==> src/rtl/core/assert_macros.svh <==
// Assertion macros shared by the tone curve RTL.
// Depends on nothing; included by files that carry concurrent assertions.
`ifndef ASSERT_MACROS_SVH
`define ASSERT_MACROS_SVH

// Check a condition at every rising clock edge outside reset.
`define PTC_ASSERT(lbl, clk, rst_n, cond, msg) \
  lbl: assert property (@(posedge clk) disable iff (!rst_n) (cond)) else $error(msg);

// Check that an antecedent implies a consequent in the same cycle.
`define PTC_ASSERT_IMP(lbl, clk, rst_n, ante, cons, msg) \
  lbl: assert property (@(posedge clk) disable iff (!rst_n) (ante) |-> (cons)) \
    else $error(msg);

// Check that an antecedent implies a consequent in the following cycle.
`define PTC_ASSERT_NXT(lbl, clk, rst_n, ante, cons, msg) \
  lbl: assert property (@(posedge clk) disable iff (!rst_n) (ante) |=> (cons)) \
    else $error(msg);

`endif

==> src/rtl/core/ptc_pkg.sv <==
// Package of the tone curve core: sizes, register indexes, reset values,
// stage payload types and the division step. Depends on nothing.
package ptc_pkg;

  localparam int KNOT_COUNT = 6;
  localparam int KNOT_W     = 8;
  localparam int REG_W      = KNOT_W * KNOT_COUNT;
  localparam int PROD_W     = 2 * KNOT_W;

  // Divider: two quotient bits per stage
  localparam int DIV_BITS   = 2;
  localparam int DIV_STAGES = KNOT_W / DIV_BITS;
  // Segment stage, product stage, divider stages, output stage
  localparam int NUM_STAGES = DIV_STAGES + 3;

  // Configuration register indexes
  localparam int CFG_IDX_W = 2;
  localparam logic [CFG_IDX_W-1:0] REG_KNOT_IN  = 2'd0;
  localparam logic [CFG_IDX_W-1:0] REG_RED_OUT  = 2'd1;
  localparam logic [CFG_IDX_W-1:0] REG_BLUE_OUT = 2'd2;

  // Reset curves, knot 0 in the low byte
  localparam logic [63:0] RESET_KNOT_IN  = 64'h0000_FFC8_9664_3200;
  localparam logic [63:0] RESET_RED_OUT  = 64'h0000_FFDC_BE96_5000;
  localparam logic [63:0] RESET_BLUE_OUT = 64'h0000_FF96_4B28_1400;

  typedef struct packed {
    logic [REG_W-1:0] knot_x;
    logic [REG_W-1:0] red_y;
    logic [REG_W-1:0] blue_y;
  } cfg_t;

  // Selected segment: result = y0 +/- dy_mag * dn / dx
  typedef struct packed {
    logic [KNOT_W-1:0] y0;
    logic              dy_neg;
    logic [KNOT_W-1:0] dy_mag;
    logic [KNOT_W-1:0] dn;
    logic [KNOT_W-1:0] dx;
  } seg_t;

  typedef struct packed {
    logic [KNOT_W-1:0] y0;
    logic              dy_neg;
    logic [PROD_W-1:0] num;
    logic [KNOT_W-1:0] den;
  } prod_t;

  typedef struct packed {
    logic [KNOT_W-1:0] y0;
    logic              neg;
    logic [KNOT_W-1:0] rem;
    logic [KNOT_W-1:0] low;
    logic [KNOT_W-1:0] quo;
    logic [KNOT_W-1:0] den;
  } div_t;

  // One restoring division step: bring down a numerator bit, subtract if it fits
  function automatic div_t div_step(div_t d);
    div_t              res;
    logic [KNOT_W:0]   r;
    logic              qb;
    res = d;
    r   = {d.rem, d.low[KNOT_W-1]};
    qb  = 1'b0;
    if (r >= {1'b0, d.den}) begin
      r  = r - {1'b0, d.den};
      qb = 1'b1;
    end
    res.rem = r[KNOT_W-1:0];
    res.low = {d.low[KNOT_W-2:0], 1'b0};
    res.quo = {d.quo[KNOT_W-2:0], qb};
    return res;
  endfunction

  // The steps of one divider stage
  function automatic div_t div_stage(div_t d);
    div_t res;
    res = d;
    for (int b = 0; b < DIV_BITS; b++) begin
      res = div_step(res);
    end
    return res;
  endfunction

endpackage

==> src/rtl/core/ptc_pix_if.sv <==
// Pixel stream interfaces of the tone curve core, input and output side.
// Depends on ptc_pkg for the sample width.
interface ptc_pix_in_if;
  logic                      valid;
  logic                      ready;
  logic [ptc_pkg::KNOT_W-1:0] red_in;
  logic [ptc_pkg::KNOT_W-1:0] green_in;
  logic [ptc_pkg::KNOT_W-1:0] blue_in;

  modport source (output valid, output red_in, output green_in, output blue_in,
                  input ready);
  modport sink   (input valid, input red_in, input green_in, input blue_in,
                  output ready);
endinterface

interface ptc_pix_out_if;
  logic                      valid;
  logic                      ready;
  logic [ptc_pkg::KNOT_W-1:0] red_out;
  logic [ptc_pkg::KNOT_W-1:0] green_out;
  logic [ptc_pkg::KNOT_W-1:0] blue_out;

  modport source (output valid, output red_out, output green_out, output blue_out,
                  input ready);
  modport sink   (input valid, input red_out, input green_out, input blue_out,
                  output ready);
endinterface

==> src/rtl/core/ptc_cfg_regs.sv <==
// Curve configuration registers: shared knot inputs, red and blue knot outputs.
// Depends on ptc_pkg.
module ptc_cfg_regs (
  input  logic                           clk_i,
  input  logic                           rst_ni,
  input  logic                           cfg_we_i,
  input  logic [ptc_pkg::CFG_IDX_W-1:0]  cfg_idx_i,
  input  logic [ptc_pkg::REG_W-1:0]      cfg_wdata_i,
  output ptc_pkg::cfg_t                  cfg_o
);
  import ptc_pkg::*;

  cfg_t cfg_q, cfg_d;

  // Decode the write; unknown indexes are dropped
  always_comb begin
    cfg_d = cfg_q;
    if (cfg_we_i) begin
      case (cfg_idx_i)
        REG_KNOT_IN:  cfg_d.knot_x = cfg_wdata_i;
        REG_RED_OUT:  cfg_d.red_y  = cfg_wdata_i;
        REG_BLUE_OUT: cfg_d.blue_y = cfg_wdata_i;
        default:      cfg_d = cfg_q;
      endcase
    end
  end

  always_ff @(posedge clk_i or negedge rst_ni) begin
    if (!rst_ni) begin
      cfg_q.knot_x <= RESET_KNOT_IN[REG_W-1:0];
      cfg_q.red_y  <= RESET_RED_OUT[REG_W-1:0];
      cfg_q.blue_y <= RESET_BLUE_OUT[REG_W-1:0];
    end else begin
      cfg_q <= cfg_d;
    end
  end

  assign cfg_o = cfg_q;

endmodule

==> src/rtl/core/ptc_seg_sel.sv <==
// Segment search for one colour: first knot at or above the sample, then the
// operands of the interpolation. Depends on ptc_pkg.
module ptc_seg_sel (
  input  logic [ptc_pkg::KNOT_W-1:0] sample_i,
  input  logic [ptc_pkg::REG_W-1:0]  knot_x_i,
  input  logic [ptc_pkg::REG_W-1:0]  knot_y_i,
  output ptc_pkg::seg_t              seg_o
);
  import ptc_pkg::*;

  logic [KNOT_W-1:0] x  [KNOT_COUNT];
  logic [KNOT_W-1:0] y  [KNOT_COUNT];
  logic [KNOT_W-1:0] xp [KNOT_COUNT];
  logic [KNOT_W-1:0] yp [KNOT_COUNT];

  // Unpack the knots and their left neighbours
  always_comb begin
    for (int k = 0; k < KNOT_COUNT; k++) begin
      x[k] = knot_x_i[k*KNOT_W +: KNOT_W];
      y[k] = knot_y_i[k*KNOT_W +: KNOT_W];
    end
    xp[0] = '0;
    yp[0] = '0;
    for (int k = 1; k < KNOT_COUNT; k++) begin
      xp[k] = x[k-1];
      yp[k] = y[k-1];
    end
  end

  // Pick the first knot at or above the sample; exact hits and the first knot
  // give the knot output directly, no hit saturates to the last output
  always_comb begin
    logic found;
    found        = 1'b0;
    seg_o.y0     = y[KNOT_COUNT-1];
    seg_o.dy_neg = 1'b0;
    seg_o.dy_mag = '0;
    seg_o.dn     = '0;
    seg_o.dx     = KNOT_W'(1);
    for (int k = 0; k < KNOT_COUNT; k++) begin
      if (!found && (x[k] >= sample_i)) begin
        found = 1'b1;
        if ((x[k] == sample_i) || (k == 0)) begin
          seg_o.y0 = y[k];
        end else begin
          seg_o.y0     = yp[k];
          seg_o.dy_neg = (y[k] < yp[k]);
          seg_o.dy_mag = (y[k] < yp[k]) ? (yp[k] - y[k]) : (y[k] - yp[k]);
          seg_o.dn     = sample_i - xp[k];
          seg_o.dx     = x[k] - xp[k];
        end
      end
    end
  end

endmodule

==> src/rtl/core/ptc_lerp_pipe.sv <==
// Interpolation datapath of one colour: segment register, product, pipelined
// restoring divider and the final add and clamp. Depends on ptc_pkg.
module ptc_lerp_pipe (
  input  logic                            clk_i,
  input  logic [ptc_pkg::NUM_STAGES-1:0]  en_i,
  input  ptc_pkg::seg_t                   seg_i,
  output logic [ptc_pkg::KNOT_W-1:0]      res_o
);
  import ptc_pkg::*;

  seg_t              seg_q;
  prod_t             prod_q, prod_d;
  div_t              div_q [DIV_STAGES];
  div_t              div_init;
  logic [KNOT_W+1:0] sum;
  logic [KNOT_W+1:0] quo_s;
  logic [KNOT_W-1:0] res_d, res_q;

  // Scale the slope numerator by the offset into the segment
  always_comb begin
    prod_d.y0     = seg_q.y0;
    prod_d.dy_neg = seg_q.dy_neg;
    prod_d.num    = PROD_W'(seg_q.dy_mag) * PROD_W'(seg_q.dn);
    prod_d.den    = seg_q.dx;
  end

  // The high byte of the product stays below the divisor, so it seeds the
  // partial remainder and the quotient fits in one byte
  always_comb begin
    div_init.y0  = prod_q.y0;
    div_init.neg = prod_q.dy_neg;
    div_init.rem = prod_q.num[PROD_W-1:KNOT_W];
    div_init.low = prod_q.num[KNOT_W-1:0];
    div_init.quo = '0;
    div_init.den = prod_q.den;
  end

  // Apply the sign of the slope and clamp to the sample range
  always_comb begin
    quo_s = {2'b00, div_q[DIV_STAGES-1].quo};
    if (div_q[DIV_STAGES-1].neg) begin
      quo_s = -quo_s;
    end
    sum = {2'b00, div_q[DIV_STAGES-1].y0} + quo_s;
    if (sum[KNOT_W+1]) begin
      res_d = '0;
    end else if (sum[KNOT_W]) begin
      res_d = {KNOT_W{1'b1}};
    end else begin
      res_d = sum[KNOT_W-1:0];
    end
  end

  // Advance each stage when the control says it may load
  always_ff @(posedge clk_i) begin
    if (en_i[0]) begin
      seg_q <= seg_i;
    end
    if (en_i[1]) begin
      prod_q <= prod_d;
    end
    if (en_i[2]) begin
      div_q[0] <= div_stage(div_init);
    end
    for (int i = 1; i < DIV_STAGES; i++) begin
      if (en_i[i+2]) begin
        div_q[i] <= div_stage(div_q[i-1]);
      end
    end
    if (en_i[NUM_STAGES-1]) begin
      res_q <= res_d;
    end
  end

  assign res_o = res_q;

endmodule

==> src/rtl/core/piecewise_linear_tone_curve_core.sv <==
// Top level of the tone curve core: stream control, green delay line and the
// red and blue curve datapaths. Depends on ptc_pkg, ptc_pix_if, ptc_cfg_regs,
// ptc_seg_sel, ptc_lerp_pipe and assert_macros.svh.
//
// One RGB pixel per clock goes in and one comes out while the output is ready,
// through a segment search stage, an 8x8 multiply stage, four divider stages
// at two quotient bits each and an output register. Red and blue follow six-knot
// piecewise-linear curves set through the configuration port (index 0 knot
// inputs, 1 red outputs, 2 blue outputs, knot 0 in the low byte); green passes
// unchanged. Each stage carries a valid bit and stalls only when it holds data
// and the stage after it cannot load, so empty stages are filled while the
// output waits. Write the registers only while no pixel is in flight.
`include "assert_macros.svh"

module piecewise_linear_tone_curve_core (
  input  logic                           clk_i,
  input  logic                           rst_ni,
  input  logic                           cfg_we_i,
  input  logic [ptc_pkg::CFG_IDX_W-1:0]  cfg_idx_i,
  input  logic [ptc_pkg::REG_W-1:0]      cfg_wdata_i,
  ptc_pix_in_if.sink                     pix_i,
  ptc_pix_out_if.source                  pix_o
);
  import ptc_pkg::*;

  cfg_t                  cfg;
  seg_t                  red_seg, blue_seg;
  logic [NUM_STAGES-1:0] v_q, v_d, v_in, en;
  logic [NUM_STAGES:0]   rdy;
  logic [KNOT_W-1:0]     green_q [NUM_STAGES];
  logic                  in_acc;
  logic                  full_stall;

  ptc_cfg_regs u_cfg (
    .clk_i       (clk_i),
    .rst_ni      (rst_ni),
    .cfg_we_i    (cfg_we_i),
    .cfg_idx_i   (cfg_idx_i),
    .cfg_wdata_i (cfg_wdata_i),
    .cfg_o       (cfg)
  );

  ptc_seg_sel u_red_sel (
    .sample_i (pix_i.red_in),
    .knot_x_i (cfg.knot_x),
    .knot_y_i (cfg.red_y),
    .seg_o    (red_seg)
  );

  ptc_seg_sel u_blue_sel (
    .sample_i (pix_i.blue_in),
    .knot_x_i (cfg.knot_x),
    .knot_y_i (cfg.blue_y),
    .seg_o    (blue_seg)
  );

  // Ready ripples back: a stage may load when it is empty or its data moves on
  always_comb begin
    rdy[NUM_STAGES] = pix_o.ready;
    for (int k = NUM_STAGES - 1; k >= 0; k--) begin
      rdy[k] = !v_q[k] || rdy[k+1];
    end
  end

  assign en   = rdy[NUM_STAGES-1:0];
  assign v_in = {v_q[NUM_STAGES-2:0], pix_i.valid};
  assign v_d  = (en & v_in) | (~en & v_q);

  // Hold the valid bits of the stages
  always_ff @(posedge clk_i or negedge rst_ni) begin
    if (!rst_ni) begin
      v_q <= '0;
    end else begin
      v_q <= v_d;
    end
  end

  // Delay green alongside the curve datapaths
  always_ff @(posedge clk_i) begin
    if (en[0]) begin
      green_q[0] <= pix_i.green_in;
    end
    for (int k = 1; k < NUM_STAGES; k++) begin
      if (en[k]) begin
        green_q[k] <= green_q[k-1];
      end
    end
  end

  ptc_lerp_pipe u_red_pipe (
    .clk_i (clk_i),
    .en_i  (en),
    .seg_i (red_seg),
    .res_o (pix_o.red_out)
  );

  ptc_lerp_pipe u_blue_pipe (
    .clk_i (clk_i),
    .en_i  (en),
    .seg_i (blue_seg),
    .res_o (pix_o.blue_out)
  );

  assign pix_i.ready     = rdy[0];
  assign pix_o.valid     = v_q[NUM_STAGES-1];
  assign pix_o.green_out = green_q[NUM_STAGES-1];

  assign in_acc     = pix_i.valid && pix_i.ready;
  assign full_stall = (&v_q) && !pix_o.ready;

  // An empty stage anywhere lets a new transaction in
  `PTC_ASSERT_IMP(a_ready_when_gap, clk_i, rst_ni, !(&v_q), pix_i.ready, "stalled with free stage")
  // A full pipe behind a stalled output takes nothing
  `PTC_ASSERT_IMP(a_block_full, clk_i, rst_ni, full_stall, !pix_i.ready, "full pipe took input")
  // An accepted transaction occupies the first stage next cycle
  `PTC_ASSERT_NXT(a_accept_lands, clk_i, rst_ni, in_acc, v_q[0], "accepted transaction lost")

endmodule

==> src/flat_wrapper.sv <==
// flat-port wrapper written by rule: the top's interface ports become plain ports
module piecewise_linear_tone_curve_core_flat import ptc_pkg::*;
  (clk_i, rst_ni, cfg_we_i, cfg_idx_i, cfg_wdata_i, pix_i_valid, pix_i_red_in, pix_i_green_in, pix_i_blue_in, pix_i_ready, pix_o_valid, pix_o_red_out, pix_o_green_out, pix_o_blue_out, pix_o_ready);
  ptc_pix_in_if pix_i_i ();
  ptc_pix_out_if pix_o_i ();
  input  logic clk_i;
  input  logic rst_ni;
  input  logic cfg_we_i;
  input  logic [ptc_pkg::CFG_IDX_W-1:0] cfg_idx_i;
  input  logic [ptc_pkg::REG_W-1:0] cfg_wdata_i;
  input wire logic [$bits(pix_i_i.valid)-1:0] pix_i_valid;
  input wire logic [$bits(pix_i_i.red_in)-1:0] pix_i_red_in;
  input wire logic [$bits(pix_i_i.green_in)-1:0] pix_i_green_in;
  input wire logic [$bits(pix_i_i.blue_in)-1:0] pix_i_blue_in;
  output wire logic [$bits(pix_i_i.ready)-1:0] pix_i_ready;
  output wire logic [$bits(pix_o_i.valid)-1:0] pix_o_valid;
  output wire logic [$bits(pix_o_i.red_out)-1:0] pix_o_red_out;
  output wire logic [$bits(pix_o_i.green_out)-1:0] pix_o_green_out;
  output wire logic [$bits(pix_o_i.blue_out)-1:0] pix_o_blue_out;
  input wire logic [$bits(pix_o_i.ready)-1:0] pix_o_ready;
  assign pix_i_i.valid = pix_i_valid;
  assign pix_i_i.red_in = pix_i_red_in;
  assign pix_i_i.green_in = pix_i_green_in;
  assign pix_i_i.blue_in = pix_i_blue_in;
  assign pix_i_ready = pix_i_i.ready;
  assign pix_o_valid = pix_o_i.valid;
  assign pix_o_red_out = pix_o_i.red_out;
  assign pix_o_green_out = pix_o_i.green_out;
  assign pix_o_blue_out = pix_o_i.blue_out;
  assign pix_o_i.ready = pix_o_ready;
  piecewise_linear_tone_curve_core u_core (.clk_i(clk_i), .rst_ni(rst_ni), .cfg_we_i(cfg_we_i), .cfg_idx_i(cfg_idx_i), .cfg_wdata_i(cfg_wdata_i), .pix_i(pix_i_i), .pix_o(pix_o_i));
endmodule
==> config.mk <==
export PLATFORM = sky130hd
export DESIGN_NAME = piecewise_linear_tone_curve_core_flat
export DESIGN_NICKNAME = d
export VERILOG_FILES = /design/src/rtl/core/ptc_pkg.sv /design/src/rtl/core/ptc_pix_if.sv /design/src/rtl/core/ptc_cfg_regs.sv /design/src/rtl/core/ptc_seg_sel.sv /design/src/rtl/core/ptc_lerp_pipe.sv /design/src/rtl/core/piecewise_linear_tone_curve_core.sv /design/src/flat_wrapper.sv
export VERILOG_INCLUDE_DIRS = /design/src /design/src/rtl/core
export SDC_FILE = /design/constraint.sdc
export NUM_CORES = 2
export LEC_CHECK = 0
export BUFFER_PORTS_ARGS = -buffer_cell sky130_fd_sc_hd__buf_4
export CORE_MARGIN = 1.5
export CORE_UTILIZATION = 58
export CTS_CLUSTER_DIAMETER = 60
export DETAILED_ROUTE_END_ITERATION = 10
export GPL_TIMING_DRIVEN = 0
export PLACE_DENSITY = 0.77
export SLEW_MARGIN = 25
export SYNTH_ARGS = -nofsm -noshare
export SYNTH_HDL_FRONTEND = slang
export SYNTH_SLANG_ARGS = --single-unit
==> constraint.sdc <==
create_clock -name clk_i -period 8.05 [get_ports clk_i]
set_input_delay 1.61 -clock clk_i [delete_from_list [all_inputs] [get_ports clk_i]]
set_output_delay 1.61 -clock clk_i [all_outputs]
set_load 0.02 [all_outputs]
==> impl_metrics.toml <==
[run_status]
status = "complete, no violations"

[detailed_routing]
drc_errors = 0
routed_wirelength_mm = 112
via_per_inst = 5.98
drt-pass1-iter-count = 6
drtIter0Drc = 2665
ant_nets = 0
routedWlPerCell_um = 21.0
vias = 32000

[synthesis]
avgSynthCellArea_um2 = 10.5
synth-seq-cells = 587
synthesis.area_um2 = 43600
synth_fp_nets = 4843
ys_warn_count = 0
ys.flop_type = "edfxtp_1"
ys_seq_area_share_pct = 38.9
synthCells = 4142
async_reset_ff_share_pct = 25.7
synth_cell_types = 85
yosys.area.top_type = "edfxtp_1"
synth_edf_count = 436
synth_top_area_share_pct = 30.0
synthTopCellsByArea = "edfxtp_1 (30%), ha_1 (14%), fa_1 (5.6%)"

[worst_setup_path]
critPathMaxStageDelay_ns = 0.75
rr_worst_depth = 20
crit_slowest_cell = "nor2_1"
path_max_fanout = 42
crit_cells = 10
path_buf_inv = 6
worstSetupPathType = "input pin to output port"
endpoint_kind = "output port"
worstPathCellList = "buf_4, nor2b_1, nand3_4, nor2_1, nand4_1, buf_6, buf_6, buf_6, buf_8, buf_4"
worst-r2r-setup-slack_ns = 2.12
worstPathRequired_ns = 6.44
crit_arrival_ns = 5.08
startpoint_type = "input pin"
crit_top_cell = "buf_6"
crit_family = "simple AND/OR/NAND/NOR gates"

[cells_and_area]
areaGrowthSynthToFinish_pct = 10.6
drive_above_1_share_pct = 12.8
final_cell_area_um2 = 48300
fin_nets = 5029
mostFrequentLayoutCells = "ha_1 (499), inv_1 (481), edfxtp_1 (436), nand2_1 (297), o21ai_0 (235)"
final_util_pct = 64.8
layout_commonest_cell = "ha_1"

[sta]
hold_viol_final = 0
fin_crit_ns = 6.69
relSlewSlack_pct = 28.3
clock_skew_ns = 0.0280
setup_viol = 0
tightest_slew_ns = 1.07
fmax_mhz = 149
worst_slack_ns = 1.36
drv_slew = 0
fin_crit_sh_pct = 83.1
rsz0062_at_grt = "no"
whs_ns = 0.396

[clock_tree]
numCtsBuffers = 68
clock_sinks = 587
cts_tree = "built"
cts_resized = 0
cts_setup_buffers = 0
clock_latency_ns = 0.63
clk_pin_slew_ns = 0.07
ctsHoldBuffers = 0
root_buffer = "clkbuf_16"
htree_levels = 3
clk_path_buf_depth = 3

[power]
p_leak_nw = 21.5
seqPwrFrac_pct = 26.9
p_int_mw = 13.0
ir_drop_uv = 250
power.density_nw_per_um2 = 459
p_sw_mw = 9.14
power_frac_comb_pct = 58.6
swShare_pct = 41.3
p_clk_share_pct = 14.5

[flow_run]
cap_violations = 0

[place]
dp_hpwl_mm = 87.7
preCtsSetupSlack_ns = 1.39
place_area_um2 = 45900
port_buffers = 104
gp_congestion = 0.972

[hold_path]
hold_path_class = "flop to flop"
hold_depth = 0

[die]
num_rows = 100
die-area_um2 = 76900
die_h_um = 277
core_area_um2 = 74400
ios = 105
start_util_pct = 58.6
die_w_um = 277

[grt]
grt_first_pass_wirelength_mm = 175
antenna_found_initial = 1
overflow = 0
grt_max_degree = 94
grtUsageTotal_pct = 29.2
grt_pass1_vias = 31700
synthesized netlist by cell type, types with 25 or more instances:
library cell / number
nand2b_1: 43
dfstp_2: 66
nor2_1: 168
edfxtp_1: 436
nand4_1: 51
nor2b_1: 75
clkbuf_1: 64
xnor2_1: 162
dfrtp_1: 85
a21oi_1: 217
fa_1: 123
mux2i_1: 94
inv_1: 482
o22ai_1: 48
a22oi_1: 27
o221ai_1: 25
nand3_1: 28
o21a_1: 31
a21o_1: 125
a211oi_1: 26
o21ai_0: 235
and2_1: 103
mux2_2: 202
xor2_1: 81
ha_1: 499
nand2_1: 299
sequential cells by signal (all words and copies together), names as in the netlist, named ones only:
name / flops
u_core.green_q: 56
u_core.u_blue_pipe.div_init: 33
u_core.u_blue_pipe.div_q: 116
u_core.u_blue_pipe.prod_d: 17
u_core.u_blue_pipe.res_o: 8
u_core.u_blue_pipe.seg_q: 16
u_core.u_cfg.cfg_o: 144
u_core.u_red_pipe.div_init: 33
u_core.u_red_pipe.div_q: 116
u_core.u_red_pipe.prod_d: 17
u_core.u_red_pipe.res_o: 8
u_core.u_red_pipe.seg_q: 16
final timing paths:
path / from / endpoint
max: pix_o_ready / pix_i_ready
min: u_core.u_blue_pipe.div_init[38]$_DFFE_PP_ / u_core.u_blue_pipe.div_q[0][36]$_DFFE_PP_
max reg2reg: u_core.u_blue_pipe.div_q[0][1]$_DFFE_PP_ / u_core.u_blue_pipe.div_q[1][29]$_DFFE_PP_
min reg2reg: u_core.u_blue_pipe.div_init[38]$_DFFE_PP_ / u_core.u_blue_pipe.div_q[0][36]$_DFFE_PP_
max in group asynchronous: rst_ni / u_core.u_cfg.cfg_o[33]$_DFFE_PN1P_
min in group asynchronous: rst_ni / u_core.u_cfg.cfg_o[110]$_DFFE_PN0P_
power by group through the flow:
| stage | logic [mW] | clock network (mW) | registers (mW) |
|---|---|---|---|
| 6_report | 13.0 | 3.22 | 5.96 |
| 5_1_grt | 14.4 | 3.38 | 6.07 |
| 4_1_cts | 12.9 | 3.26 | 5.95 |
| 3_5_place_dp | 12.6 | 0 | 5.99 |
| 3_3_place_gp | 12.3 | 0 | 5.95 |
| 2_1_floorplan | 9.97 | 0 | 5.69 |
through the flow:
stage	setup TNS, ns	power (mW)	instances
finish	0	22.1	5351
floorplan	0	15.7	4142
global route	0	23.9	5350
global placement	-65.94	18.2	5215
detailed placement	0	18.6	5227
CTS	0	22.1	5350
kinds of logic after synthesis:
group                      synth area share (%)
AOI/OAI and AO/OA                          14.3
and+or+nand+nor                            9.74
adders and majority gates                  20.0
DFF                                        38.9
buffers and inverters                      4.92
muxes                                      7.37
xor gates and xnor gates                   4.88
layout make-up:
| type | instances | area (um^2) |
|---|---|---|
| Clock buffer | 79 | 1760 |
| Tap cell | 969 | 1210 |
| Multi-Input combinational cell | 2988 | 24600 |
| Fill cell | 5792 | 26200 |
| Timing Repair Buffer | 116 | 995 |
| Buffer | 84 | 335 |
| Sequential cell | 587 | 17000 |
| Inverter | 483 | 1820 |
| Clock inverter | 44 | 613 |
| Antenna cell | 1 | 2.50 |
per-layer routing:
layer / wire [um] / vias up / track usage, %
met3: 8580 / 267 / 4.00
met1: 46800 / 15300 / 38.7
met4: 5230 / 2 / 13.1
met2: 51700 / 1225 / 47.7
li1: - / 15200 / -
met5: 9 / - / 0
No activity file was read; power rests on OpenSTA's default activity.
